--- src/sv/ppvb_pkg.sv ---
// Shared types and constants for the point pose transform and voxel binning block.
package ppvb_pkg;

    localparam int GRID_LENGTH = 21;
    localparam int GRID_WIDTH  = 21;
    localparam int GRID_HEIGHT = 10;
    localparam logic [2:0][6:0] GRID_DIM = {7'(GRID_HEIGHT), 7'(GRID_WIDTH), 7'(GRID_LENGTH)};
    localparam int GRID_MAX = (GRID_LENGTH > GRID_WIDTH)
                              ? ((GRID_LENGTH > GRID_HEIGHT) ? GRID_LENGTH : GRID_HEIGHT)
                              : ((GRID_WIDTH > GRID_HEIGHT) ? GRID_WIDTH : GRID_HEIGHT);
    localparam int CELL_W = $clog2(GRID_MAX);
    localparam int IDX_W  = 13;

    localparam int COORD_W = 32;
    localparam int CFG_W   = 48;
    localparam int CFG_A_W = 3;

    localparam int XF_STAGES = 5;
    localparam int BN_STAGES = 3;

    localparam logic signed [COORD_W-1:0] Q_ONE = 32'sh4000_0000;
    localparam logic [CFG_W-1:0] CUBE_OFFSETS_RESET = 48'd21475491850;

    typedef enum logic [CFG_A_W-1:0] {
        REG_ROT_W        = 3'd0,
        REG_ROT_X        = 3'd1,
        REG_ROT_Y        = 3'd2,
        REG_ROT_Z        = 3'd3,
        REG_SHIFT_X      = 3'd4,
        REG_SHIFT_Y      = 3'd5,
        REG_SHIFT_Z      = 3'd6,
        REG_CUBE_OFFSETS = 3'd7
    } cfg_reg_t;

    typedef struct packed {
        logic signed [COORD_W-1:0] z;
        logic signed [COORD_W-1:0] y;
        logic signed [COORD_W-1:0] x;
        logic signed [COORD_W-1:0] w;
    } quat_t;

    typedef struct packed {
        logic signed [COORD_W-1:0] z;
        logic signed [COORD_W-1:0] y;
        logic signed [COORD_W-1:0] x;
    } vec3_t;

    typedef struct packed {
        logic        [COORD_W-1:0] intensity;
        logic signed [COORD_W-1:0] z;
        logic signed [COORD_W-1:0] y;
        logic signed [COORD_W-1:0] x;
    } point_t;

    typedef struct packed {
        logic             in_grid;
        logic [IDX_W-1:0] cube_index;
        point_t           pt;
    } result_t;

endpackage

--- src/sv/ppvb_bin.sv ---
// Voxel binning with cube offsets and linear cube index, as a three stage pipeline.
module ppvb_bin (
    input  logic                            aclk,
    input  logic                            aresetn,
    input  logic [ppvb_pkg::CFG_W-1:0]      cube_offs,
    input  logic                            in_valid,
    output logic                            in_ready,
    input  ppvb_pkg::point_t                in_point,
    output logic                            out_valid,
    input  logic                            out_ready,
    output ppvb_pkg::result_t               out_res
);
    import ppvb_pkg::*;

    localparam int BIN_HALF   = 25 * 65536;
    localparam int BIN_STEP   = 50;
    localparam int BIN_BIAS_Q = 700;
    localparam int BIN_BIAS   = BIN_BIAS_Q * BIN_STEP;
    localparam int BIN_RECIP  = 1311;
    localparam int CALC_W     = 20;

    logic [BN_STAGES-1:0] vld_reg;
    logic [BN_STAGES-1:0] vld_next;
    logic [BN_STAGES-1:0] adv;

    always_comb begin
        adv[BN_STAGES-1] = !vld_reg[BN_STAGES-1] || out_ready;
        for (int k = BN_STAGES - 2; k >= 0; k--) begin
            adv[k] = !vld_reg[k] || adv[k+1];
        end
        vld_next[0] = adv[0] ? in_valid : vld_reg[0];
        for (int k = 1; k < BN_STAGES; k++) begin
            vld_next[k] = adv[k] ? vld_reg[k-1] : vld_reg[k];
        end
    end

    always_ff @(posedge aclk) begin
        if (!aresetn) begin
            vld_reg <= '0;
        end else begin
            vld_reg <= vld_next;
        end
    end

    assign in_ready  = adv[0];
    assign out_valid = vld_reg[BN_STAGES-1];

    // Stage 0: biased metre index and reciprocal estimate of the bin number.
    logic signed [31:0] c_in [3];
    logic signed [32:0] b0_sum [3];
    logic signed [16:0] b0_m [3];
    logic signed [17:0] b0_u18 [3];
    logic [27:0]        b0_prod [3];
    logic [16:0]        b0_u_next [3];
    logic [10:0]        b0_q_next [3];
    logic [16:0]        b0_u_reg [3];
    logic [10:0]        b0_q_reg [3];
    point_t             b0_pt_reg;

    always_comb begin
        c_in[0] = in_point.x;
        c_in[1] = in_point.y;
        c_in[2] = in_point.z;
        for (int a = 0; a < 3; a++) begin
            b0_sum[a]    = $signed({c_in[a][31], c_in[a]}) + 33'(BIN_HALF);
            b0_m[a]      = $signed(b0_sum[a][32:16]);
            b0_u18[a]    = $signed({b0_m[a][16], b0_m[a]}) + 18'(BIN_BIAS);
            b0_u_next[a] = b0_u18[a][16:0];
            b0_prod[a]   = 28'(b0_u_next[a]) * 28'(BIN_RECIP);
            b0_q_next[a] = b0_prod[a][26:16];
        end
    end

    always_ff @(posedge aclk) begin
        if (adv[0]) begin
            b0_u_reg  <= b0_u_next;
            b0_q_reg  <= b0_q_next;
            b0_pt_reg <= in_point;
        end
    end

    // Stage 1: estimate correction, cube offset and grid check.
    logic [16:0]        b1_p50 [3];
    logic [10:0]        b1_q [3];
    logic signed [15:0] b1_off [3];
    logic signed [17:0] b1_cell [3];
    logic [CELL_W-1:0]  b1_cell_next [3];
    logic               b1_in_next;
    logic [CELL_W-1:0]  b1_cell_reg [3];
    logic               b1_in_reg;
    point_t             b1_pt_reg;

    always_comb begin
        b1_in_next = 1'b1;
        for (int a = 0; a < 3; a++) begin
            b1_p50[a]  = 17'(b0_q_reg[a]) * 17'(BIN_STEP);
            b1_q[a]    = (b1_p50[a] > b0_u_reg[a]) ? b0_q_reg[a] - 11'd1 : b0_q_reg[a];
            b1_off[a]  = $signed(cube_offs[16*a +: 16]);
            b1_cell[a] = $signed({7'b0, b1_q[a]}) - 18'(BIN_BIAS_Q)
                       + $signed({{2{b1_off[a][15]}}, b1_off[a]});
            if (b1_cell[a][17] || (b1_cell[a][16:0] >= 17'(GRID_DIM[a]))) begin
                b1_in_next = 1'b0;
            end
            b1_cell_next[a] = b1_cell[a][CELL_W-1:0];
        end
    end

    always_ff @(posedge aclk) begin
        if (adv[1]) begin
            b1_cell_reg <= b1_cell_next;
            b1_in_reg   <= b1_in_next;
            b1_pt_reg   <= b0_pt_reg;
        end
    end

    // Stage 2: linear cube index.
    logic [CALC_W-1:0] b2_idx;
    result_t           b2_res_next;
    result_t           b2_res_reg;

    always_comb begin
        b2_idx = CALC_W'(b1_cell_reg[0])
               + CALC_W'(b1_cell_reg[1]) * CALC_W'(GRID_LENGTH)
               + CALC_W'(b1_cell_reg[2]) * CALC_W'(GRID_LENGTH * GRID_WIDTH);
        b2_res_next.pt         = b1_pt_reg;
        b2_res_next.in_grid    = b1_in_reg;
        b2_res_next.cube_index = b1_in_reg ? b2_idx[IDX_W-1:0] : '0;
    end

    always_ff @(posedge aclk) begin
        if (adv[2]) begin
            b2_res_reg <= b2_res_next;
        end
    end

    assign out_res = b2_res_reg;

endmodule

--- config.mk ---
export PLATFORM = sky130hd
export DESIGN_NAME = ppvb_bin
export DESIGN_NICKNAME = d
export VERILOG_FILES = /design/src/sv/ppvb_pkg.sv /design/src/sv/ppvb_bin.sv
export SDC_FILE = /design/constraint.sdc
export NUM_CORES = 1
export LEC_CHECK = 0
export BUFFER_PORTS_ARGS = -buffer_cell sky130_fd_sc_hd__clkbuf_2
export CAP_MARGIN = 5
export CORE_ASPECT_RATIO = 0.5
export CORE_MARGIN = 2
export CORE_UTILIZATION = 25
export CTS_CLUSTER_SIZE = 30
export DETAILED_ROUTE_END_ITERATION = 10
export PLACE_DENSITY = 0.46
export SLEW_MARGIN = 0
export SYNTH_ARGS = -nofsm -noshare
export SYNTH_HDL_FRONTEND = slang
export SYNTH_SLANG_ARGS = --single-unit
--- constraint.sdc ---
create_clock -name aclk -period 16.92 [get_ports aclk]
set_clock_uncertainty 0.2 [all_clocks]
set_input_delay 1.692 -clock aclk [delete_from_list [all_inputs] [get_ports aclk]]
set_output_delay 1.692 -clock aclk [all_outputs]
set_load 0.02 [all_outputs]
==> run_results.csv, run 1 <==
group,metric,value,unit
sta,finalCriticalPeriod,10310,ps
worst_setup_path,crit_path_start_kind,"register",
synthesis,post_synth_inst_count,3097,
global_routing,initial_antenna_violation_count,5,
routing,top_signal_layer_used,"met5",
worst_setup_path,cpMostUsedCell,"ha_1",
synthesis,synthFlopType,"edfxtp_1",
cells_and_area,mostFrequentLayoutCells,"ha_1, inv_1, edfxtp_1, clkbuf_2, fa_1",
routing,ant_nets,0,
synthesis,compound_gate_fraction_of_synth_area,7.53,%
min_path,hold_path_class,"reg -> reg",
synthesis,synthesis.yosys.warnings,0,
cells_and_area,largest_register_ff_count,142,
floorplan,row_count,99,
floorplan,design.portCount,324,
cts,clk_pin_slew_worst_setup_hold_paths,80,ps
synthesis,postSynth.asyncResetShare,0,%
routing,first_iter_violations,1093,
routing,dr.pass1.iters,4,
worst_setup_path,critical_path_cell_with_the_highest_stage_delay,"nor4b_1",
sta,worst_slew_pin_slew,1140,ps
status,status,"finished, final reports clean",
synthesis,synthXorXnorAreaFrac,5.35,%
synthesis,synth-adder-area-share,33.0,%
floorplan,die_w,549,µm
cts,cts.path.max_buffers,3,
synthesis,synth-simple-area-share,7.08,%
place,place.detailed.hpwl,68.6,mm
global_routing,global_route.overflow_total,0,
worst_setup_path,path_max_fanout,8,
place,place_congestion,0.802,
synthesis,synth_edf_count,498,
routing,drt-total-wl,86.0,mm
synthesis,synthDominantCellAreaShare,40.3,%
cells_and_area,post_route_cells_drive_above_1_share,13.4,%
cts,cts_htree_levels,2,
synthesis,main_combinational_cell_family_by_area_after_synthesis,"adder cells",
routing,met2_length,42.9,mm
cells_and_area,area_delta_synth_final,16.1,%
routing,detailroute.via_count,23200,
place,placement.cell_area,41300,µm²
sta,finalHoldViolations,0,
synthesis,post_synth_instance_area,37100,µm²
routing,wire_per_inst,15.7,µm
sta,fin_crit_sh,60.9,%
cts,cts_root_buffer_type,"clkbuf_16",
sta,fmaxAchievable,97.0,MHz
flow_run,drv.max_cap_violation_count,0,
cts,numClockSinks,501,
floorplan,core_area,147000,µm²
routing,detail_route.vias_per_cell,4.23,
global_routing,grt_pass1_vias,24700,
worst_setup_path,worst-endpoint-required,17110,ps
synthesis,post_synthesis_cell_type_count,96,
synthesis,synthMuxAreaShare,0.633,%
cts,cts_made_buffers,55,
floorplan,start_util,25.3,%
worst_setup_path,cp_data_arrival_time,10500,ps
synthesis,yosysTopAreaCell,"edfxtp_1",
global_routing,global_route_wire_length_before_repair,138,mm
sta,slew_headroom,23.3,%
sta,final-max-slew-violation-count,0,
routing,remaining_drc_errors,0,
cells_and_area,antenna-diode-count,0,
synthesis,synth_register_bits,501,
sta,fin_tns_setup,0,ps
cells_and_area,layout.cell_area.non_filler,43100,µm²
cells_and_area,mostFrequentLayoutCell,"ha_1",
synthesis,synth.area.top_cells,"edfxtp_1, ha_1, fa_1",
worst_setup_path,critPathKind,"reg -> reg",
cells_and_area,num-nets-final,4489,
global_routing,gr-usage-all-layers,11.5,%
sta,rsz_0062_raised_after_global_routing,"no",
routing,met3_wirelength,2.62,mm
synthesis,ys_seq_area_share,40.4,%
cts,post-cts-setup-buffers,0,
place,port-buffer-count,323,
floorplan,design.die.area,152000,µm²
global_routing,grt_start_max_net_pins,81,
floorplan,die_height,277,µm
routing,wl_met1,38.6,mm
synthesis,synthesized_net_count,4115,
cts,clock_tree_from_tritoncts,"done",
cts,clock_latency,670,ps
worst_setup_path,worst_setup_path_end_kind,"register",
synthesis,synthesis.area_per_instance,12.0,µm²
cts,cts_hold_buf,0,
sta,report.final.setup_viol,0,
cts,post_cts.resized_instances,0,
worst_setup_path,cp_slowest_stage_delay,780,ps
## critical path: cells and delay by family (launching register included)
kind / cells / cell delay [ps]
AOI/OAI and AO/OA: 16 / 3710
xor gates and xnor gates: 2 / 410
adders and majority gates: 6 / 2060
buffers and inverters: 1 / 260
DFF: 1 / 510
and+or+nand+nor: 11 / 2860
## synthesized netlist by cell type (5+ instances only)
library cell,number
a21boi_0,11
inv_1,545
o21ai_1,11
a31oi_1,13
a21o_1,39
o21ai_0,77
and2_1,22
nand2b_1,24
nor4_1,7
nor3_1,50
o21bai_1,14
fa_1,234
o21a_1,21
and4_1,9
clkbuf_1,13
or4_1,5
o31ai_1,10
nand2_1,104
a211oi_1,10
xor2_1,56
nor2b_1,18
ha_1,604
o22ai_1,8
nand3_1,50
o211ai_1,13
edfxtp_1,498
a21oi_1,121
o2111ai_1,5
xnor2_1,169
a211o_1,7
nor3b_1,12
nor2_1,128
and3_1,22
a2111oi_0,5
mux2i_1,19
buf_2,8
nand4_1,18
or2_2,6
## worst paths after layout
path | startpoint | endpoint | slack, ps | depth (start not counted)
setup / recovery | b0_q_reg[14] | b1_in_reg | 6610 | 36
hold / removal | b1_pt_reg[91] | out_res[91] | 200 | 0
setup reg to reg | b0_q_reg[14] | b1_in_reg | 6610 | 36
hold reg to reg | b1_pt_reg[91] | out_res[91] | 200 | 0
## metal layers
metal,global-route usage (%),vias to the layer above
met5,0,-
met4,2.80,2
met3,1.64,93
met2,20.5,239
met1,14.6,11300
li1,-,11500
## cell type report
type,count,area [µm²]
fillers,15100,104000
flip-flops and latches,501,15000
multi-input cells,2021,19900
inverters,545,2050
clock inverters,41,443
repair buffers,347,1800
well taps,1969,2460
clock buffers,61,1400
## cell families after synthesis
kind of cell / Yosys count
flip-flops: 501
XOR/XNOR: 226
adder cells (fa/ha/maj): 840
AO/OA/AOI/OAI: 422
buffers and inverters: 575
multiplexers: 23
AND/OR/NAND/NOR: 510
## through the flow
stage | setup WS, ps | util, % | std cells | hold slack (ps)
final | 6610 | 29.4 | 5485 | 198
after global routing | 5550 | 29.4 | 5485 | 198
after CTS | 6450 | 29.4 | 5485 | 189
after detailed placement | 6580 | 28.1 | 5383 | 205
after global placement | 6650 | 28.1 | 5383 | 200
after floorplan | 7670 | - | 3097 | 200
Power of run 1 is left out: the tool's default activity adds up to more than one toggle a clock period on the data nets, which glitch-free logic cannot reach.
==> run 2, diff against run 1 <==
Clock period 16.92 ns to 9.77 ns, I/O delays scaled along.
==> run_results.csv, run 2 (same netlist as run 1, synthesis figures left out) <==
group,metric,value,unit
sta,fin_crit_sh,93.6,%
place,port-buffer-count,323,
routing,wire_per_inst,15.7,µm
place,place_congestion,0.821,
worst_setup_path,crit-reg2reg-launch,"b0_q_reg[25]",
cts,cts_made_buffers,54,
sta,fin_tns_setup,0,ps
min_path,timing.hold.worst.start,"b0_pt_reg[91]",
routing,first_iter_violations,943,
global_routing,global_route.overflow_total,0,
cells_and_area,area_delta_synth_final,17.1,%
floorplan,row_count,99,
cells_and_area,filler_cell_count,15100,
worst_setup_path,worst_r2r_endpoint,"b1_in_reg",
cts,cts_hold_buf,0,
sta,fmaxAchievable,109,MHz
min_path,hold_path_class,"reg -> reg",
floorplan,die_w,549,µm
cells_and_area,mostFrequentLayoutCell,"ha_1",
worst_setup_path,cp.buffers_inverters,1,
routing,detail_route.vias_per_cell,4.24,
floorplan,start_util,25.3,%
floorplan,design.portCount,324,
sta,rsz_0062_raised_after_global_routing,"no",
cts,cts_htree_levels,2,
cts,numClockSinks,501,
min_path,worstHoldEndpoint,"b1_pt_reg[91]",
global_routing,grt_pass1_vias,24600,
min_path,whs_path_depth,0,
routing,drt-total-wl,86.7,mm
global_routing,global_route_wire_length_before_repair,138,mm
sta,finalHoldViolations,0,
sta,worst_slew_pin_slew,1120,ps
status,status,"finished, final reports clean",
worst_setup_path,worst_setup_path_end_kind,"register",
floorplan,core_area,147000,µm²
worst_setup_path,cp_data_arrival_time,9380,ps
cells_and_area,largest_register_ff_count,142,
cts,cts.path.max_buffers,3,
cts,cts_root_buffer_type,"clkbuf_16",
worst_setup_path,worst-r2r-setup-slack,630,ps
worst_setup_path,worst-endpoint-required,10010,ps
worst_setup_path,r2r.worst_path.cells,36,
floorplan,design.die.area,152000,µm²
cells_and_area,post_route_cells_drive_above_1_share,15.1,%
worst_setup_path,crit_path_start_kind,"register",
sta,report.final.setup_viol,0,
worst_setup_path,worst_path_dominant_cell_family,"simple AND/OR/NAND/NOR gates",
worst_setup_path,critPathKind,"reg -> reg",
cts,clock_latency,660,ps
routing,remaining_drc_errors,0,
floorplan,die_height,277,µm
worst_setup_path,path_max_fanout,7,
worst_setup_path,cp_slowest_stage_delay,570,ps
cts,clock_tree_from_tritoncts,"done",
place,place.detailed.hpwl,68.5,mm
worst_setup_path,critical_path_cell_with_the_highest_stage_delay,"or4_4",
flow_run,drv.max_cap_violation_count,0,
routing,dr.pass1.iters,5,
routing,detailroute.via_count,23400,
sta,slew_headroom,25.5,%
cells_and_area,num-nets-final,4535,
routing,ant_nets,0,
global_routing,initial_antenna_violation_count,5,
sta,finalCriticalPeriod,9140,ps
global_routing,gr-usage-all-layers,11.5,%
worst_setup_path,cpMostUsedCell,"ha_1",
sta,final-max-slew-violation-count,0,
cells_and_area,mostFrequentLayoutCells,"ha_1, inv_1, edfxtp_1, clkbuf_2, fa_1",
global_routing,grt_start_max_net_pins,119,
cts,clk_pin_slew_worst_setup_hold_paths,70,ps
[run 2: cell types whose count changed in the layout (fill, tap and decap cells not counted), sizes merged]
| cell | delta |
|---|---|
| clkbuf | -5 |
| bufinv | -3 |
| clkinvlp | +5 |
| clkinv | +2 |
| inv | -1 |
| diode | +1 |
| buf | +47 |
[run 2: how the worst max path moves through the flow]
stage	from	end	slack [ps]	cells after the start
floorplan	out_ready	b0_pt_reg[0]	1230	2
finish	b0_q_reg[25]	b1_in_reg	630	36
global route	b0_q_reg[25]	b1_in_reg	6	38
CTS	b0_q_reg[25]	b1_in_reg	50	36
global placement	b0_q_reg[14]	b1_in_reg	580	40
detailed placement	b0_q_reg[14]	b1_in_reg	80	40
[run 2: through the flow]
step                      worst slack, ps  instance area (µm²)  hold WS (ps)  instances  util, %
after floorplan                      1230                37100           200       3097        -
after global placement                575                41400           201       5406     28.3
after detailed placement             84.1                41400           205       5406     28.3
after CTS                            50.0                43200           205       5506     29.5
after global routing                 6.04                43500           215       5531     29.6
final                                 628                43500           205       5531     29.6
[run 2: area by class of cell]
type                       count  area, µm²  area share (%)
clock buffer                  56       1380            3.17
antenna                        1       2.50         0.00576
sequential                   501      15000            34.5
multi-input combinational   2021      20000            46.0
inverter                     545       2050            4.72
timing repair buffer         394       2160            4.97
tap                         1969       2460            5.67
clock inverter                44        383           0.881
[run 2: per-layer routing]
metal / share of wire (%) / vias to the layer above / GRT usage, % / wire length [µm]
li1: - / 11600 / - / -
met1: 45 / 11500 / 14.6 / 39100
met2: 50 / 268 / 20.5 / 43300
met3: 3.1 / 92 / 1.62 / 2650
met4: 1.9 / 2 / 2.54 / 1650
met5: 0.012 / - / 0 / 10
[run 2: what timing repair did]
action | in CTS | in global routing
setup endpoints to repair | 1 | 1
resized for setup | 1 | 24
pin swaps | 0 | 3
setup buffers | 0 | 24
gates cloned | 0 | 0
[run 2: worst reg2reg max path: cells and delay by family, from the launching register on]
kind | cells | cell delay, ps
buffers and inverters | 1 | 200
xor gates and xnor gates | 1 | 90
adders and majority gates | 6 | 2040
and+or+nand+nor | 13 | 3270
AOI/OAI and AO/OA | 15 | 2650
DFF | 1 | 500
Power of run 2 is left out for the same reason.
==> run 3, diff against run 2 <==
Settings changed: RECOVER_POWER set to 100, SLEW_MARGIN 0 to 40.
==> run_results.csv, run 3 (same netlist as run 1, synthesis figures left out) <==
group,metric,value,unit
status,status,"finished, violations left",
status,failed_checks,"max-capacitance violations, max-slew violations",
cells_and_area,num-nets-final,4526,
cts,clock_tree_from_tritoncts,"done",
flow_run,drv.max_cap_violation_count,11,
global_routing,global_route_wire_length_before_repair,137,mm
floorplan,start_util,25.3,%
cts,cts_root_buffer_type,"clkbuf_16",
place,place.detailed.hpwl,68.5,mm
floorplan,core_area,147000,µm²
floorplan,die_height,277,µm
sta,worst_slew_pin_slew,5430,ps
worst_setup_path,worst_r2r_endpoint,"b1_in_reg",
routing,detailroute.via_count,23300,
cts,cts_made_buffers,54,
routing,dr.pass1.iters,5,
worst_setup_path,critPathKind,"reg -> reg",
cts,cts.path.max_buffers,3,
cells_and_area,layout.cell_area.non_filler,43000,µm²
min_path,whs_path_depth,0,
sta,rsz_0062_raised_after_global_routing,"no",
place,place_congestion,0.821,
floorplan,die_w,549,µm
sta,fmaxAchievable,109,MHz
global_routing,grt_start_max_net_pins,119,
sta,slew_headroom,-262,%
min_path,timing.hold.worst.start,"b0_pt_reg[91]",
place,port-buffer-count,323,
worst_setup_path,crit_path_start_kind,"register",
sta,report.final.setup_viol,0,
sta,fin_crit_sh,94.0,%
sta,finalHoldViolations,0,
cells_and_area,mostFrequentLayoutCells,"ha_1, inv_1, edfxtp_1, clkbuf_1, fa_1",
routing,drt-total-wl,86.8,mm
global_routing,global_route.overflow_total,0,
routing,remaining_drc_errors,0,
worst_setup_path,worst-r2r-setup-slack,580,ps
global_routing,grt_pass1_vias,24500,
min_path,worstHoldEndpoint,"b1_pt_reg[91]",
worst_setup_path,critical_path_cell_with_the_highest_stage_delay,"or4_4",
worst_setup_path,path_max_fanout,6,
floorplan,design.portCount,324,
cells_and_area,mostFrequentLayoutCell,"ha_1",
sta,final-max-slew-violation-count,504,
worst_setup_path,worst_setup_path_end_kind,"register",
routing,first_iter_violations,971,
floorplan,design.die.area,152000,µm²
sta,whs,209,ps
cells_and_area,filler_cell_count,15200,
worst_setup_path,cp_slowest_stage_delay,570,ps
global_routing,gr-usage-all-layers,11.4,%
cts,clock_latency,660,ps
min_path,hold_path_class,"reg -> reg",
sta,fin_tns_setup,0,ps
worst_setup_path,r2r.worst_path.cells,36,
worst_setup_path,cpMostUsedCell,"ha_1",
cells_and_area,area_delta_synth_final,15.9,%
worst_setup_path,cp_data_arrival_time,9480,ps
global_routing,initial_antenna_violation_count,5,
routing,detail_route.vias_per_cell,4.22,
cts,cts_htree_levels,2,
cells_and_area,largest_register_ff_count,142,
worst_setup_path,worst-endpoint-required,10060,ps
sta,finalCriticalPeriod,9190,ps
cts,clk_pin_slew_worst_setup_hold_paths,70,ps
floorplan,row_count,99,
cts,numClockSinks,501,
worst_setup_path,crit-reg2reg-launch,"b0_q_reg[24]",
cells_and_area,post_route_cells_drive_above_1_share,7.85,%
routing,ant_nets,0,
place,placement.cell_area,41400,µm²
routing,wire_per_inst,15.7,µm
## run 3: critical path, delay by kind of cell (launching register included)
family,cells,cell delay (ps)
DFF,1,480
AOI/OAI and AO/OA,14,2510
and+or+nand+nor,14,3480
buffers and inverters,1,190
xor gates and xnor gates,1,90
adders and majority gates,6,2030
## run 3: how the worst max path moves through the flow
| stage | from | endpoint | slack (ps) | cells past startpoint |
|---|---|---|---|---|
| after CTS | b0_q_reg[13] | b1_in_reg | 160 | 40 |
| final | b0_q_reg[24] | b1_in_reg | 580 | 36 |
| after floorplan | out_ready | b0_pt_reg[0] | 1230 | 2 |
| after global placement | b0_q_reg[14] | b1_in_reg | 580 | 40 |
| after global routing | b0_q_reg[13] | b1_in_reg | 10 | 41 |
| after detailed placement | b0_q_reg[14] | b1_in_reg | 190 | 40 |
## run 3: cell type report
class                   instances  area [µm²]  area share (%)
repair buffers                385        1700            3.94
flip-flops and latches        501       15000            34.9
diodes                          2        5.00          0.0116
clock inverters                46         541            1.26
well taps                    1969        2460            5.72
multi-input cells            2021       19900            46.2
clock buffers                  56        1380            3.21
inverters                     545        2050            4.76
## run 3: metal layers
metal | GRT usage (%) | share of wire [%]
met2 | 20.5 | 50
met5 | 0 | 0.0081
met3 | 1.62 | 3.0
met1 | 14.5 | 45
met4 | 2.54 | 1.7
## run 3: per-stage QoR
| stage | instances | setup slack (ps) | util [%] |
|---|---|---|---|
| after floorplan | 3097 | 1230 | - |
| after global placement | 5406 | 575 | 28.3 |
| after detailed placement | 5406 | 192 | 28.3 |
| after CTS | 5508 | 162 | 29.6 |
| after global routing | 5524 | 11.9 | 29.3 |
| final | 5525 | 583 | 29.3 |
## run 3: timing repair
action,4_1_cts,5_1_grt
buffers inserted,0,13
hold endpoints to repair,0,0
setup endpoints to repair,0,1
hold buffers,0,0
resized for setup,0,14
Power of run 3 is left out for the same reason.
